**src/sv/modexp_pkg.sv**
```systemverilog
// shared types for the modular exponentiation block
// command and status groups passed between modexp_ctrl and modexp_datapath
// no dependencies
package modexp_pkg;

    typedef enum logic [1:0] {
        MUL_SEL_BASE,
        MUL_SEL_RESULT,
        MUL_SEL_SQUARE
    } mul_sel_t;

    typedef struct packed {
        logic     load;
        logic     mul_start;
        mul_sel_t mul_sel;
        logic     shift_exp;
        logic     out_load;
    } cmd_t;

    typedef struct packed {
        logic exp_zero;
        logic exp_lsb;
        logic mul_done;
        logic out_free;
    } status_t;

endpackage

```
**src/sv/modexp_mulmod.sv**
```systemverilog
// bit-serial shift-add-reduce modular multiplier, one multiplier bit per cycle
// no package dependencies; used by modexp_datapath
module modexp_mulmod #(
    parameter int WIDTH = 32
) (
    input  logic             clk,
    input  logic             rst_n,
    input  logic             start,
    input  logic [WIDTH-1:0] a,
    input  logic [WIDTH-1:0] b,
    input  logic [WIDTH-1:0] m,
    output logic             done,
    output logic [WIDTH-1:0] product
);

    localparam int CNT_W = $clog2(WIDTH + 1);

    logic [WIDTH-1:0] a_reg;
    logic [WIDTH-1:0] mult_reg;
    logic [WIDTH-1:0] acc_reg;
    logic [WIDTH-1:0] acc_next;
    logic [CNT_W-1:0] cnt_reg;
    logic             busy_reg;
    logic             done_reg;

    // x + y reduced once; a zero modulus wraps at the word width
    function automatic logic [WIDTH-1:0] add_reduce(
        input logic [WIDTH-1:0] x,
        input logic [WIDTH-1:0] y,
        input logic [WIDTH-1:0] md
    );
        logic [WIDTH:0] s;
        s = {1'b0, x} + {1'b0, y};
        if ((md != '0) && (s >= {1'b0, md}))
        begin
            s = s - {1'b0, md};
        end
        return s[WIDTH-1:0];
    endfunction

    always_comb
    begin
        acc_next = add_reduce(acc_reg, acc_reg, m);
        if (mult_reg[WIDTH-1])
        begin
            acc_next = add_reduce(acc_next, a_reg, m);
        end
    end

    always_ff @(posedge clk or negedge rst_n)
    begin
        if (!rst_n)
        begin
            busy_reg <= 1'b0;
            done_reg <= 1'b0;
            cnt_reg  <= '0;
        end
        else
        begin
            done_reg <= 1'b0;
            if (start)
            begin
                busy_reg <= 1'b1;
                cnt_reg  <= CNT_W'(WIDTH);
            end
            else if (busy_reg)
            begin
                cnt_reg <= cnt_reg - 1'b1;
                if (cnt_reg == CNT_W'(1))
                begin
                    busy_reg <= 1'b0;
                    done_reg <= 1'b1;
                end
            end
        end
    end

    always_ff @(posedge clk)
    begin
        if (start)
        begin
            a_reg    <= a;
            mult_reg <= b;
            acc_reg  <= '0;
        end
        else if (busy_reg)
        begin
            acc_reg  <= acc_next;
            mult_reg <= {mult_reg[WIDTH-2:0], 1'b0};
        end
    end

    assign done    = done_reg;
    assign product = acc_reg;

endmodule

```
**src/sv/modexp_datapath.sv**
```systemverilog
// datapath: operand registers, exponent shifter, multiplier and output register
// depends on modexp_pkg and modexp_mulmod
module modexp_datapath #(
    parameter int WIDTH     = 32,
    parameter int EXP_WIDTH = 32
) (
    input  logic                clk,
    input  logic                rst_n,
    input  modexp_pkg::cmd_t    cmd,
    output modexp_pkg::status_t status,
    input  logic [31:0]         base,
    input  logic [31:0]         exponent,
    input  logic [31:0]         modulus,
    output logic                out_valid,
    input  logic                out_ready,
    output logic [31:0]         power_mod
);

    logic [WIDTH-1:0]     b_reg;
    logic [WIDTH-1:0]     r_reg;
    logic [WIDTH-1:0]     m_reg;
    logic [EXP_WIDTH-1:0] e_reg;
    logic [31:0]          out_data_reg;
    logic                 out_valid_reg;

    logic [WIDTH-1:0]     mul_a;
    logic [WIDTH-1:0]     mul_b;
    logic [WIDTH-1:0]     mul_p;
    logic                 mul_done;

    logic [WIDTH+31:0]     base_ext;
    logic [WIDTH+31:0]     mod_ext;
    logic [EXP_WIDTH+31:0] exp_ext;
    logic [WIDTH+31:0]     res_ext;

    // fields come in at 32 bits: keep the low bits, zero-fill when wider
    assign base_ext = {{WIDTH{1'b0}}, base};
    assign mod_ext  = {{WIDTH{1'b0}}, modulus};
    assign exp_ext  = {{EXP_WIDTH{1'b0}}, exponent};
    assign res_ext  = {32'b0, r_reg};

    always_comb
    begin
        case (cmd.mul_sel)
            modexp_pkg::MUL_SEL_BASE:
            begin
                // base times one reduces the base itself
                mul_a = WIDTH'(1);
                mul_b = b_reg;
            end
            modexp_pkg::MUL_SEL_RESULT:
            begin
                mul_a = r_reg;
                mul_b = b_reg;
            end
            modexp_pkg::MUL_SEL_SQUARE:
            begin
                mul_a = b_reg;
                mul_b = b_reg;
            end
            default:
            begin
                mul_a = '0;
                mul_b = '0;
            end
        endcase
    end

    modexp_mulmod #(
        .WIDTH (WIDTH)
    ) u_mulmod (
        .clk     (clk),
        .rst_n   (rst_n),
        .start   (cmd.mul_start),
        .a       (mul_a),
        .b       (mul_b),
        .m       (m_reg),
        .done    (mul_done),
        .product (mul_p)
    );

    always_ff @(posedge clk)
    begin
        if (cmd.load)
        begin
            b_reg <= base_ext[WIDTH-1:0];
            m_reg <= mod_ext[WIDTH-1:0];
            e_reg <= exp_ext[EXP_WIDTH-1:0];
            r_reg <= WIDTH'(1);
        end
        else
        begin
            if (cmd.shift_exp)
            begin
                e_reg <= e_reg >> 1;
            end
            if (mul_done)
            begin
                if (cmd.mul_sel == modexp_pkg::MUL_SEL_RESULT)
                begin
                    r_reg <= mul_p;
                end
                else
                begin
                    b_reg <= mul_p;
                end
            end
        end
        if (cmd.out_load)
        begin
            out_data_reg <= res_ext[31:0];
        end
    end

    always_ff @(posedge clk or negedge rst_n)
    begin
        if (!rst_n)
        begin
            out_valid_reg <= 1'b0;
        end
        else if (cmd.out_load)
        begin
            out_valid_reg <= 1'b1;
        end
        else if (out_ready)
        begin
            out_valid_reg <= 1'b0;
        end
    end

    assign status.exp_zero = (e_reg == '0);
    assign status.exp_lsb  = e_reg[0];
    assign status.mul_done = mul_done;
    assign status.out_free = !out_valid_reg || out_ready;

    assign out_valid = out_valid_reg;
    assign power_mod = out_data_reg;

endmodule

```
**src/sv/modexp_ctrl.sv**
```systemverilog
// controller: sequences reduction, multiply and square steps over the exponent
// depends on modexp_pkg
module modexp_ctrl (
    input  logic                clk,
    input  logic                rst_n,
    input  logic                in_valid,
    output logic                in_ready,
    input  modexp_pkg::status_t status,
    output modexp_pkg::cmd_t    cmd
);

    typedef enum logic [3:0] {
        ST_IDLE,
        ST_RED_GO,
        ST_RED_WAIT,
        ST_CHECK,
        ST_MULR_GO,
        ST_MULR_WAIT,
        ST_SHIFT,
        ST_SQ_GO,
        ST_SQ_WAIT,
        ST_FINISH
    } state_t;

    state_t state_reg;
    state_t state_next;

    always_comb
    begin
        state_next    = state_reg;
        cmd.load      = 1'b0;
        cmd.mul_start = 1'b0;
        cmd.mul_sel   = modexp_pkg::MUL_SEL_SQUARE;
        cmd.shift_exp = 1'b0;
        cmd.out_load  = 1'b0;
        in_ready      = 1'b0;
        unique case (state_reg)
            ST_IDLE:
            begin
                in_ready = 1'b1;
                if (in_valid)
                begin
                    cmd.load   = 1'b1;
                    state_next = ST_RED_GO;
                end
            end
            ST_RED_GO:
            begin
                cmd.mul_sel   = modexp_pkg::MUL_SEL_BASE;
                cmd.mul_start = 1'b1;
                state_next    = ST_RED_WAIT;
            end
            ST_RED_WAIT:
            begin
                cmd.mul_sel = modexp_pkg::MUL_SEL_BASE;
                if (status.mul_done)
                begin
                    state_next = ST_CHECK;
                end
            end
            ST_CHECK:
            begin
                if (status.exp_zero)
                begin
                    state_next = ST_FINISH;
                end
                else if (status.exp_lsb)
                begin
                    state_next = ST_MULR_GO;
                end
                else
                begin
                    state_next = ST_SHIFT;
                end
            end
            ST_MULR_GO:
            begin
                cmd.mul_sel   = modexp_pkg::MUL_SEL_RESULT;
                cmd.mul_start = 1'b1;
                state_next    = ST_MULR_WAIT;
            end
            ST_MULR_WAIT:
            begin
                cmd.mul_sel = modexp_pkg::MUL_SEL_RESULT;
                if (status.mul_done)
                begin
                    state_next = ST_SHIFT;
                end
            end
            ST_SHIFT:
            begin
                cmd.shift_exp = 1'b1;
                state_next    = ST_SQ_GO;
            end
            ST_SQ_GO:
            begin
                // no square is needed once the exponent has run out
                if (status.exp_zero)
                begin
                    state_next = ST_FINISH;
                end
                else
                begin
                    cmd.mul_start = 1'b1;
                    state_next    = ST_SQ_WAIT;
                end
            end
            ST_SQ_WAIT:
            begin
                if (status.mul_done)
                begin
                    state_next = ST_CHECK;
                end
            end
            ST_FINISH:
            begin
                if (status.out_free)
                begin
                    cmd.out_load = 1'b1;
                    state_next   = ST_IDLE;
                end
            end
            default:
            begin
                state_next = ST_IDLE;
            end
        endcase
    end

    always_ff @(posedge clk or negedge rst_n)
    begin
        if (!rst_n)
        begin
            state_reg <= ST_IDLE;
        end
        else
        begin
            state_reg <= state_next;
        end
    end

endmodule

```
**src/sv/modular_exponentiation.sv**
```systemverilog
// modular exponentiation block: base to the exponent modulo the modulus
// usage: one input word on s_axis carries base, exponent and modulus; one
// result word leaves on m_axis. both channels move a word when tvalid and
// tready are high at a rising edge of clk.
// method: right-to-left square-and-multiply on a bit-serial shift-add-reduce
// multiplier that takes one multiplier bit per cycle. the base is first
// reduced by the same unit, and for each exponent bit up to the highest set
// one there is a square (none after the top bit) and another modular
// multiplication when the bit is set. an exponent of zero returns 1 after
// the base reduction.
// throughput: one word at a time; s_axis_tready is high only while idle.
// the result sits in an output register, so a new word is taken while the
// previous result waits; a finished result waits in turn until that register
// is free.
// reset: rst_n clears the controller and output valid; no result is pending.
// depends on modexp_pkg, modexp_ctrl, modexp_datapath, modexp_mulmod
module modular_exponentiation #(
    parameter int WIDTH     = 32,
    parameter int EXP_WIDTH = 32
) (
    input  logic        clk,
    input  logic        rst_n,
    input  logic        s_axis_tvalid,
    output logic        s_axis_tready,
    input  logic [95:0] s_axis_tdata,  // base [31:0], exponent [63:32], modulus [95:64]
    output logic        m_axis_tvalid,
    input  logic        m_axis_tready,
    output logic [31:0] m_axis_tdata   // power_mod [31:0]
);

    modexp_pkg::cmd_t    cmd;
    modexp_pkg::status_t status;

    modexp_ctrl u_ctrl (
        .clk      (clk),
        .rst_n    (rst_n),
        .in_valid (s_axis_tvalid),
        .in_ready (s_axis_tready),
        .status   (status),
        .cmd      (cmd)
    );

    modexp_datapath #(
        .WIDTH     (WIDTH),
        .EXP_WIDTH (EXP_WIDTH)
    ) u_datapath (
        .clk       (clk),
        .rst_n     (rst_n),
        .cmd       (cmd),
        .status    (status),
        .base      (s_axis_tdata[31:0]),
        .exponent  (s_axis_tdata[63:32]),
        .modulus   (s_axis_tdata[95:64]),
        .out_valid (m_axis_tvalid),
        .out_ready (m_axis_tready),
        .power_mod (m_axis_tdata)
    );

endmodule

```
**config.mk**
```make
export PLATFORM = sky130hd
export DESIGN_NAME = modular_exponentiation
export DESIGN_NICKNAME = d
export VERILOG_FILES = /design/src/sv/modexp_pkg.sv /design/src/sv/modexp_mulmod.sv /design/src/sv/modexp_datapath.sv /design/src/sv/modexp_ctrl.sv /design/src/sv/modular_exponentiation.sv
export SDC_FILE = /design/constraint.sdc
export NUM_CORES = 1
export LEC_CHECK = 0
export ABC_AREA = 0
export BUFFER_PORTS_ARGS = -buffer_cell sky130_fd_sc_hd__clkbuf_2
export CAP_MARGIN = 20
export CORE_ASPECT_RATIO = 2
export CORE_UTILIZATION = 28
export CTS_BUF_LIST = sky130_fd_sc_hd__clkbuf_16
export DETAILED_ROUTE_END_ITERATION = 6
export PLACE_DENSITY = 0.53
export SLEW_MARGIN = 20
export SYNTH_ARGS = -nofsm -noshare
export SYNTH_HDL_FRONTEND = slang
export SYNTH_SLANG_ARGS = --single-unit
export TNS_END_PERCENT = 1
```
**constraint.sdc**
```tcl
create_clock -name clk -period 11.8 [get_ports clk]
set_input_delay 0.59 -clock clk [delete_from_list [all_inputs] [get_ports clk]]
set_output_delay 0.59 -clock clk [all_outputs]
set_load 0.01 [all_outputs]
```
---- Word level (Yosys, flattened, before mapping) ----
Index checks and enable logic that the tools add are counted.
cells by class
  add/sub/neg operators ................... 5
  $lt $le $gt $ge ......................... 2
  eq/ne operators ......................... 17
  mux-type cells .......................... 39
  reductions and logical operators ........ 20
operators by type and width
  operator               number
  $mux W32               11
  $pmux W32 S3           1
  $add A32 B32 Y33       2
  $ge A33 B32 Y1         2
  $sub A32 B32 Y32       2
  $pmux W4 S9            1
  $logic_not A32 Y1      1
  $reduce_bool A32 Y1    1
  $mux W4                5
  $eq A4 B3 Y1 const B   4
  $mux W1                16
  $mux W6                2
  $eq A4 B2 Y1 const B   2
  $eq A4 B4 Y1 const B   2
  $reduce_bool A2 Y1     4
  $reduce_or A2 Y1       4
  $eq A6 B1 Y1 const B   1
  $ne A2 B2 Y1 const B   3
  $sub A6 B1 Y6 const B  1
  $eq A4 B1 Y1 const B   1
  $logic_not A4 Y1       1
  $ne A2 B1 Y1 const B   2
  $pmux W2 S2            1
  $reduce_and A2 Y1      2
  other kinds (10)       11
storage, ports and cells
  register bits ........................... 269
  input port bits ......................... 100
  output and inout bits ................... 34
  word-level logic and storage cells ...... 96

---- Longest topological paths before layout ----
  word-level depth ........................ 9
  gate-level depth with buffers ........... 38

---- Cells and area by module ----
Synthesis repeated with hierarchy kept, for this count alone.
unflattened totals
  cells, all modules ...................... 1,606
  area total of the unflattened synthesis .. 16,697.3 sq um
modules (own cells, without submodules)
  module           times used  cells each  area an instance (sq um)  seq. area each (sq um)
  modexp_mulmod    1           1,120       9,860.7                   2,762.6
  modexp_datapath  1           438         6,448.7                   4,509.3
  modexp_ctrl      1           48          387.9                     100.1

---- Worst setup path before layout ----
OpenSTA, ideal clock, no wires.
  kind .................................... reg-to-reg
  start ................................... register u_datapath.m_reg[4]
  end ..................................... register u_datapath.u_mulmod.acc_reg[31], in the netlist u_datapath.u_mulmod.product[31]
  library setup time ...................... 0.122 ns
  arrival time ............................ 7.102 ns
  setup slack ............................. 4.576 ns
  cell stages (with the launch flop) ...... 32
  period minus slack after synthesis ...... 7.224 ns
  cells stage by stage .................... edfxtp_1 > inv_1 > ha_1 > a21o_1 > a21o_1 > or4_1 > a21boi_1 > o31a_1 > o21ai_2 > buf_2 > mux2_2 > ha_1 > a21o_1 > or3_1 > o221a_2 > a311o_4 > a211oi_1 > o31ai_1 > xor2_1 > ha_1 > clkbuf_1 > a211oi_1 > o21bai_1 > a21o_1 > a21oi_1 > o311a_1 > a221oi_1 > a311o_1 > buf_6 > buf_6 > o2111a_1 > a221o_1
on the way
  word-level cells in the longest chain between the ends .. 8
RTL lines
  item                                                          line                   RTL
  start, declared                                               modexp_datapath.sv:21  logic [WIDTH-1:0] m_reg;
  start signal, assigned                                        modexp_datapath.sv:87  m_reg <= mod_ext[WIDTH-1:0];
  $ge A33 B32 Y1 / $reduce_bool A32 Y1 (equally long branches)  modexp_mulmod.sv:34    if ((md != '0) && (s >= {1'b0, md}))
  $logic_and A1 B1 Y1                                           modexp_mulmod.sv:34
  $mux W32                                                      modexp_mulmod.sv:34
  $add A32 B32 Y33                                              modexp_mulmod.sv:33    s = {1'b0, x} + {1'b0, y};
  $ge A33 B32 Y1                                                modexp_mulmod.sv:34
  $logic_and A1 B1 Y1                                           modexp_mulmod.sv:34
  $mux W32                                                      modexp_mulmod.sv:34
  $mux W32 (*)                                                  modexp_mulmod.sv:44    if (mult_reg[WIDTH-1])
  end signal, assigned                                          modexp_mulmod.sv:88    acc_reg <= acc_next;
  end, declared                                                 modexp_mulmod.sv:20    logic [WIDTH-1:0] acc_reg;
Mark *: on every way between the ends. The rest lies on a longest branch, timed or not.
A chain may end at the register's enable or synchronous reset.

---- Worst setup path in the final report ----
  start ................................... register u_datapath.m_reg[3]
  end ..................................... register u_datapath.u_mulmod.acc_reg[11], in the netlist u_datapath.u_mulmod.product[11]
Same word-level chain as after synthesis.

==> run summary <==
The run finished with clean final reports. The detailed router placed 13100 vias in this run. The logs give 9.97 ns for the worst path arrival time and 0 for the total congestion overflow after global routing. Of the available clock period, the critical path in the final layout requires 80.6%. For the pin with the worst max-slew slack, the measured transition is 0.877 ns. The worst clock skew is 0.0146 ns. The tools report the final-report max-slew violation count as 0. The required time at the worst-slack endpoint came out at 12.26 ns. The vias per cell came out at 5.06. Counting flops and latches in the post-synthesis netlist gives 269. At the end of routability-driven placement, the weighted congestion stood at 0.992.

Of all nets on the critical path, the largest fanout is 44. The die covers 59100 um^2. For the hold-fix buffer count after cts, the log shows 1. The wire-length estimate of the detail-placed layout is 41300 um.

The detailed router finished its first iteration with 842 violations. The signed area change from the synthesized netlist to the final layout is 14.8%, and the number of nets produced by synthesis is 1898. The average footprint of a synthesized cell was 9.59 um^2; the share of async-settable or async-resettable flops after synthesis was 4.83%. The run gives 105 MHz as the maximum operating frequency. Counting flops with a built-in enable in the synthesized netlist gives 192. The minimum clock period after layout was 9.51 ns. Synthesis produced a netlist whose cell count is 1697.

The die span in x was 172 um; the final layout net count was 2007. The I/O pin count came out at 134. The kind of end point of the critical path was a flop.

Post-CTS resize count: 0. After floorplanning, the core was divided into 124 placement rows. For the first-pass GRT wire length, the log shows 80000 um. For the core area, the log shows 57200 um^2. The overall die height was 343 um; the CTS buffer count was 28. The starting density of the core was 28.4%; the sequential-to-total area share from yosys stat was 45.3%. For this design, the slowest cell found on the critical path is a311o_2.

With fillers left out, the area of the finished cells amounts to 18700 um^2. The final count of negative-setup-slack endpoints is 0. Cells with a size suffix above 1 make up 14.7% of the layout. Setup repair after global routing left no endpoint under its margin. For this run, the slowest stage of the critical path takes 0.56 ns.

The first TritonRoute pass finished after 5 iterations. After detailed routing, the average wire length per cell comes to 20.6 um. For this run, the total global-route usage over all layers was measured as 18.1%. The run gives 2.29 ns as the internal reg-to-reg setup slack. The tools report the number of sinks on the clock net as 269. The worst setup path is launched from a flop. The count of distinct cell types in the synthesized netlist is 74, and the detailed-route DRC error count is 0. Post-CTS timing repair inserted 0 buffers for setup.

The final hold violation count is 0, and the clock transition at the registers of the reported paths is 0.07 ns. The logs give 13700 for the via count of the first global-routing pass and 0 for the total of max-cap violations. The max-slew headroom at the worst pin is 41.3%.

Once detail routing completed, the nets flagged for antenna violations numbered 0. The cell area that synthesis handed to floorplanning was 16300 um^2. Wires add up to 53200 um. Primary flip-flop cell chosen by synthesis mapping: edfxtp_1. CTS placed an instance of clkbuf_16 at the clock tree root. During placement, the flow inserted port buffers numbering 133. For the final routed database, the setup TNS stands at 0 ns. The worst setup path is of the reg2reg kind. The clock passes through at most 3 buffers. The initial antenna violation count was 1; the number of warnings reported in the yosys synthesis log was 0. The tightest min-delay check is of the in2reg type. TritonCTS built the clock tree. Number of H-tree branching levels: 1.

Clock latency on the worst-skew pair, taken at its later pin, is 0.58 ns. The standard cell area after detailed placement was 17800 um^2; the maximum number of pins on one net before global-route repair was 66.
area by class of cell:
cell class / count / area [um^2]
antenna: 3 / 7.51
tap: 756 / 946
fill: 5897 / 38600
clock buffer: 29 / 726
timing repair buffer: 153 / 818
inverter: 67 / 254
clock inverter: 23 / 161
multi-input combinational: 1287 / 8400
sequential: 269 / 7370
through the flow:
stage	utilization (%)	worst slack (ns)	instances	hold WS, ns
after global placement	31.1	2.58	2531	0.435
after CTS	32.6	2.45	2584	0.154
after floorplan	-	4.58	1697	0.294
after detailed placement	31.1	2.49	2531	0.428
after global routing	32.6	1.77	2587	0.160
final	32.6	2.29	2587	0.190
routing by layer:
metal  track usage (%)  share of wire, %
met1              18.8                38
met2              33.0                51
met3              2.27               4.2
met4              12.4               7.0
met5                 0                 0
worst max-delay path, delay by kind of cell, from the launching register on:
family                   cells  cell delay [ns]
XOR/XNOR                     1             0.23
flip-flops                   1             0.39
AND/OR/NAND/NOR              7             1.75
adder cells (fa/ha/maj)      3             1.13
multiplexers                 2             0.78
buffers and inverters        5             1.21
AO/OA/AOI/OAI               15             3.84
logic make-up after synthesis:
logic type                 Yosys count  share of synthesized area (%)
and+or+nand+nor                    579                           15.8
AOI/OAI and AO/OA                  445                           17.9
DFF                                269                           45.3
buffers and inverters              141                           3.44
adders and majority gates          101                           7.90
xor gates and xnor gates            88                           4.74
muxes                               74                           4.96
Yosys cell counts (all sizes together), types with 5 or more instances:
| library cell | n | area, um^2 |
|---|---|---|
| nand2 | 325 | 1220 |
| edfxtp | 192 | 5770 |
| a21oi | 144 | 732 |
| ha | 98 | 1230 |
| nor2 | 87 | 327 |
| o21ai | 76 | 384 |
| inv | 67 | 251 |
| clkbuf | 65 | 244 |
| dfxtp | 64 | 1280 |
| xnor2 | 60 | 526 |
| a21o | 56 | 420 |
| mux2 | 53 | 597 |
| a22o | 32 | 280 |
| xor2 | 28 | 245 |
| nand3 | 24 | 120 |
| mux2i | 21 | 210 |
| nor4 | 21 | 131 |
| a211oi | 19 | 143 |
| nor3 | 19 | 95.1 |
| and3 | 18 | 113 |
| nand4 | 18 | 113 |
| a31oi | 17 | 106 |
| o21a | 17 | 128 |
| nor2b | 15 | 93.8 |
| o211ai | 15 | 113 |
| dfrtp | 13 | 325 |
| o21bai | 11 | 82.6 |
| and2 | 10 | 62.6 |
| nand2b | 10 | 62.6 |
| buf | 9 | 63.8 |
| nor3b | 8 | 60.1 |
| or3 | 6 | 37.5 |
| nand3b | 5 | 37.5 |
| o31ai | 5 | 37.5 |
| or2 | 5 | 31.3 |
final timing paths:
check,startpoint,end,cells past startpoint
max,u_datapath.m_reg[3],u_datapath.u_mulmod.product[11],33
max reg2reg,u_datapath.m_reg[3],u_datapath.u_mulmod.product[11],33
min in group asynchronous,rst_n,u_datapath.u_mulmod.cnt_reg[1],2
min reg2reg,u_datapath.r_reg[0],u_datapath.power_mod[0],0
min,s_axis_tdata[84],u_datapath.m_reg[20],1
max in group asynchronous,rst_n,u_ctrl.state_reg[2],2
placed cells by master, fill, tap and decap left out, types with 5 or more instances in the layout:
| cell type | instances |
|---|---|
| nor3b_1 | 7 |
| ha_1 | 98 |
| nand4_1 | 18 |
| nand3b_1 | 5 |
| a21o_1 | 56 |
| or3_1 | 6 |
| nor2_1 | 86 |
| dfxtp_1 | 64 |
| xor2_1 | 28 |
| nor3_1 | 18 |
| and2_1 | 9 |
| buf_4 | 19 |
| o21a_1 | 16 |
| a211oi_1 | 19 |
| xnor2_1 | 60 |
| nand3_1 | 24 |
| a31oi_1 | 17 |
| o211ai_1 | 15 |
| mux2i_1 | 21 |
| nand2_1 | 324 |
| or2_2 | 5 |
| nand2b_1 | 10 |
| inv_1 | 75 |
| a22o_1 | 32 |
| edfxtp_1 | 192 |
| nor2b_1 | 15 |
| o21ai_0 | 71 |
| o21bai_1 | 11 |
| o31ai_1 | 5 |
| mux2_2 | 53 |
| and3_1 | 18 |
| nor4_1 | 21 |
| dfrtp_1 | 13 |
| a21oi_1 | 142 |
| clkbuf_2 | 133 |
| clkbuf_16 | 29 |
Power is not shown: default switching activity piles up to over one toggle a cycle in this logic, so the estimate is an artifact.
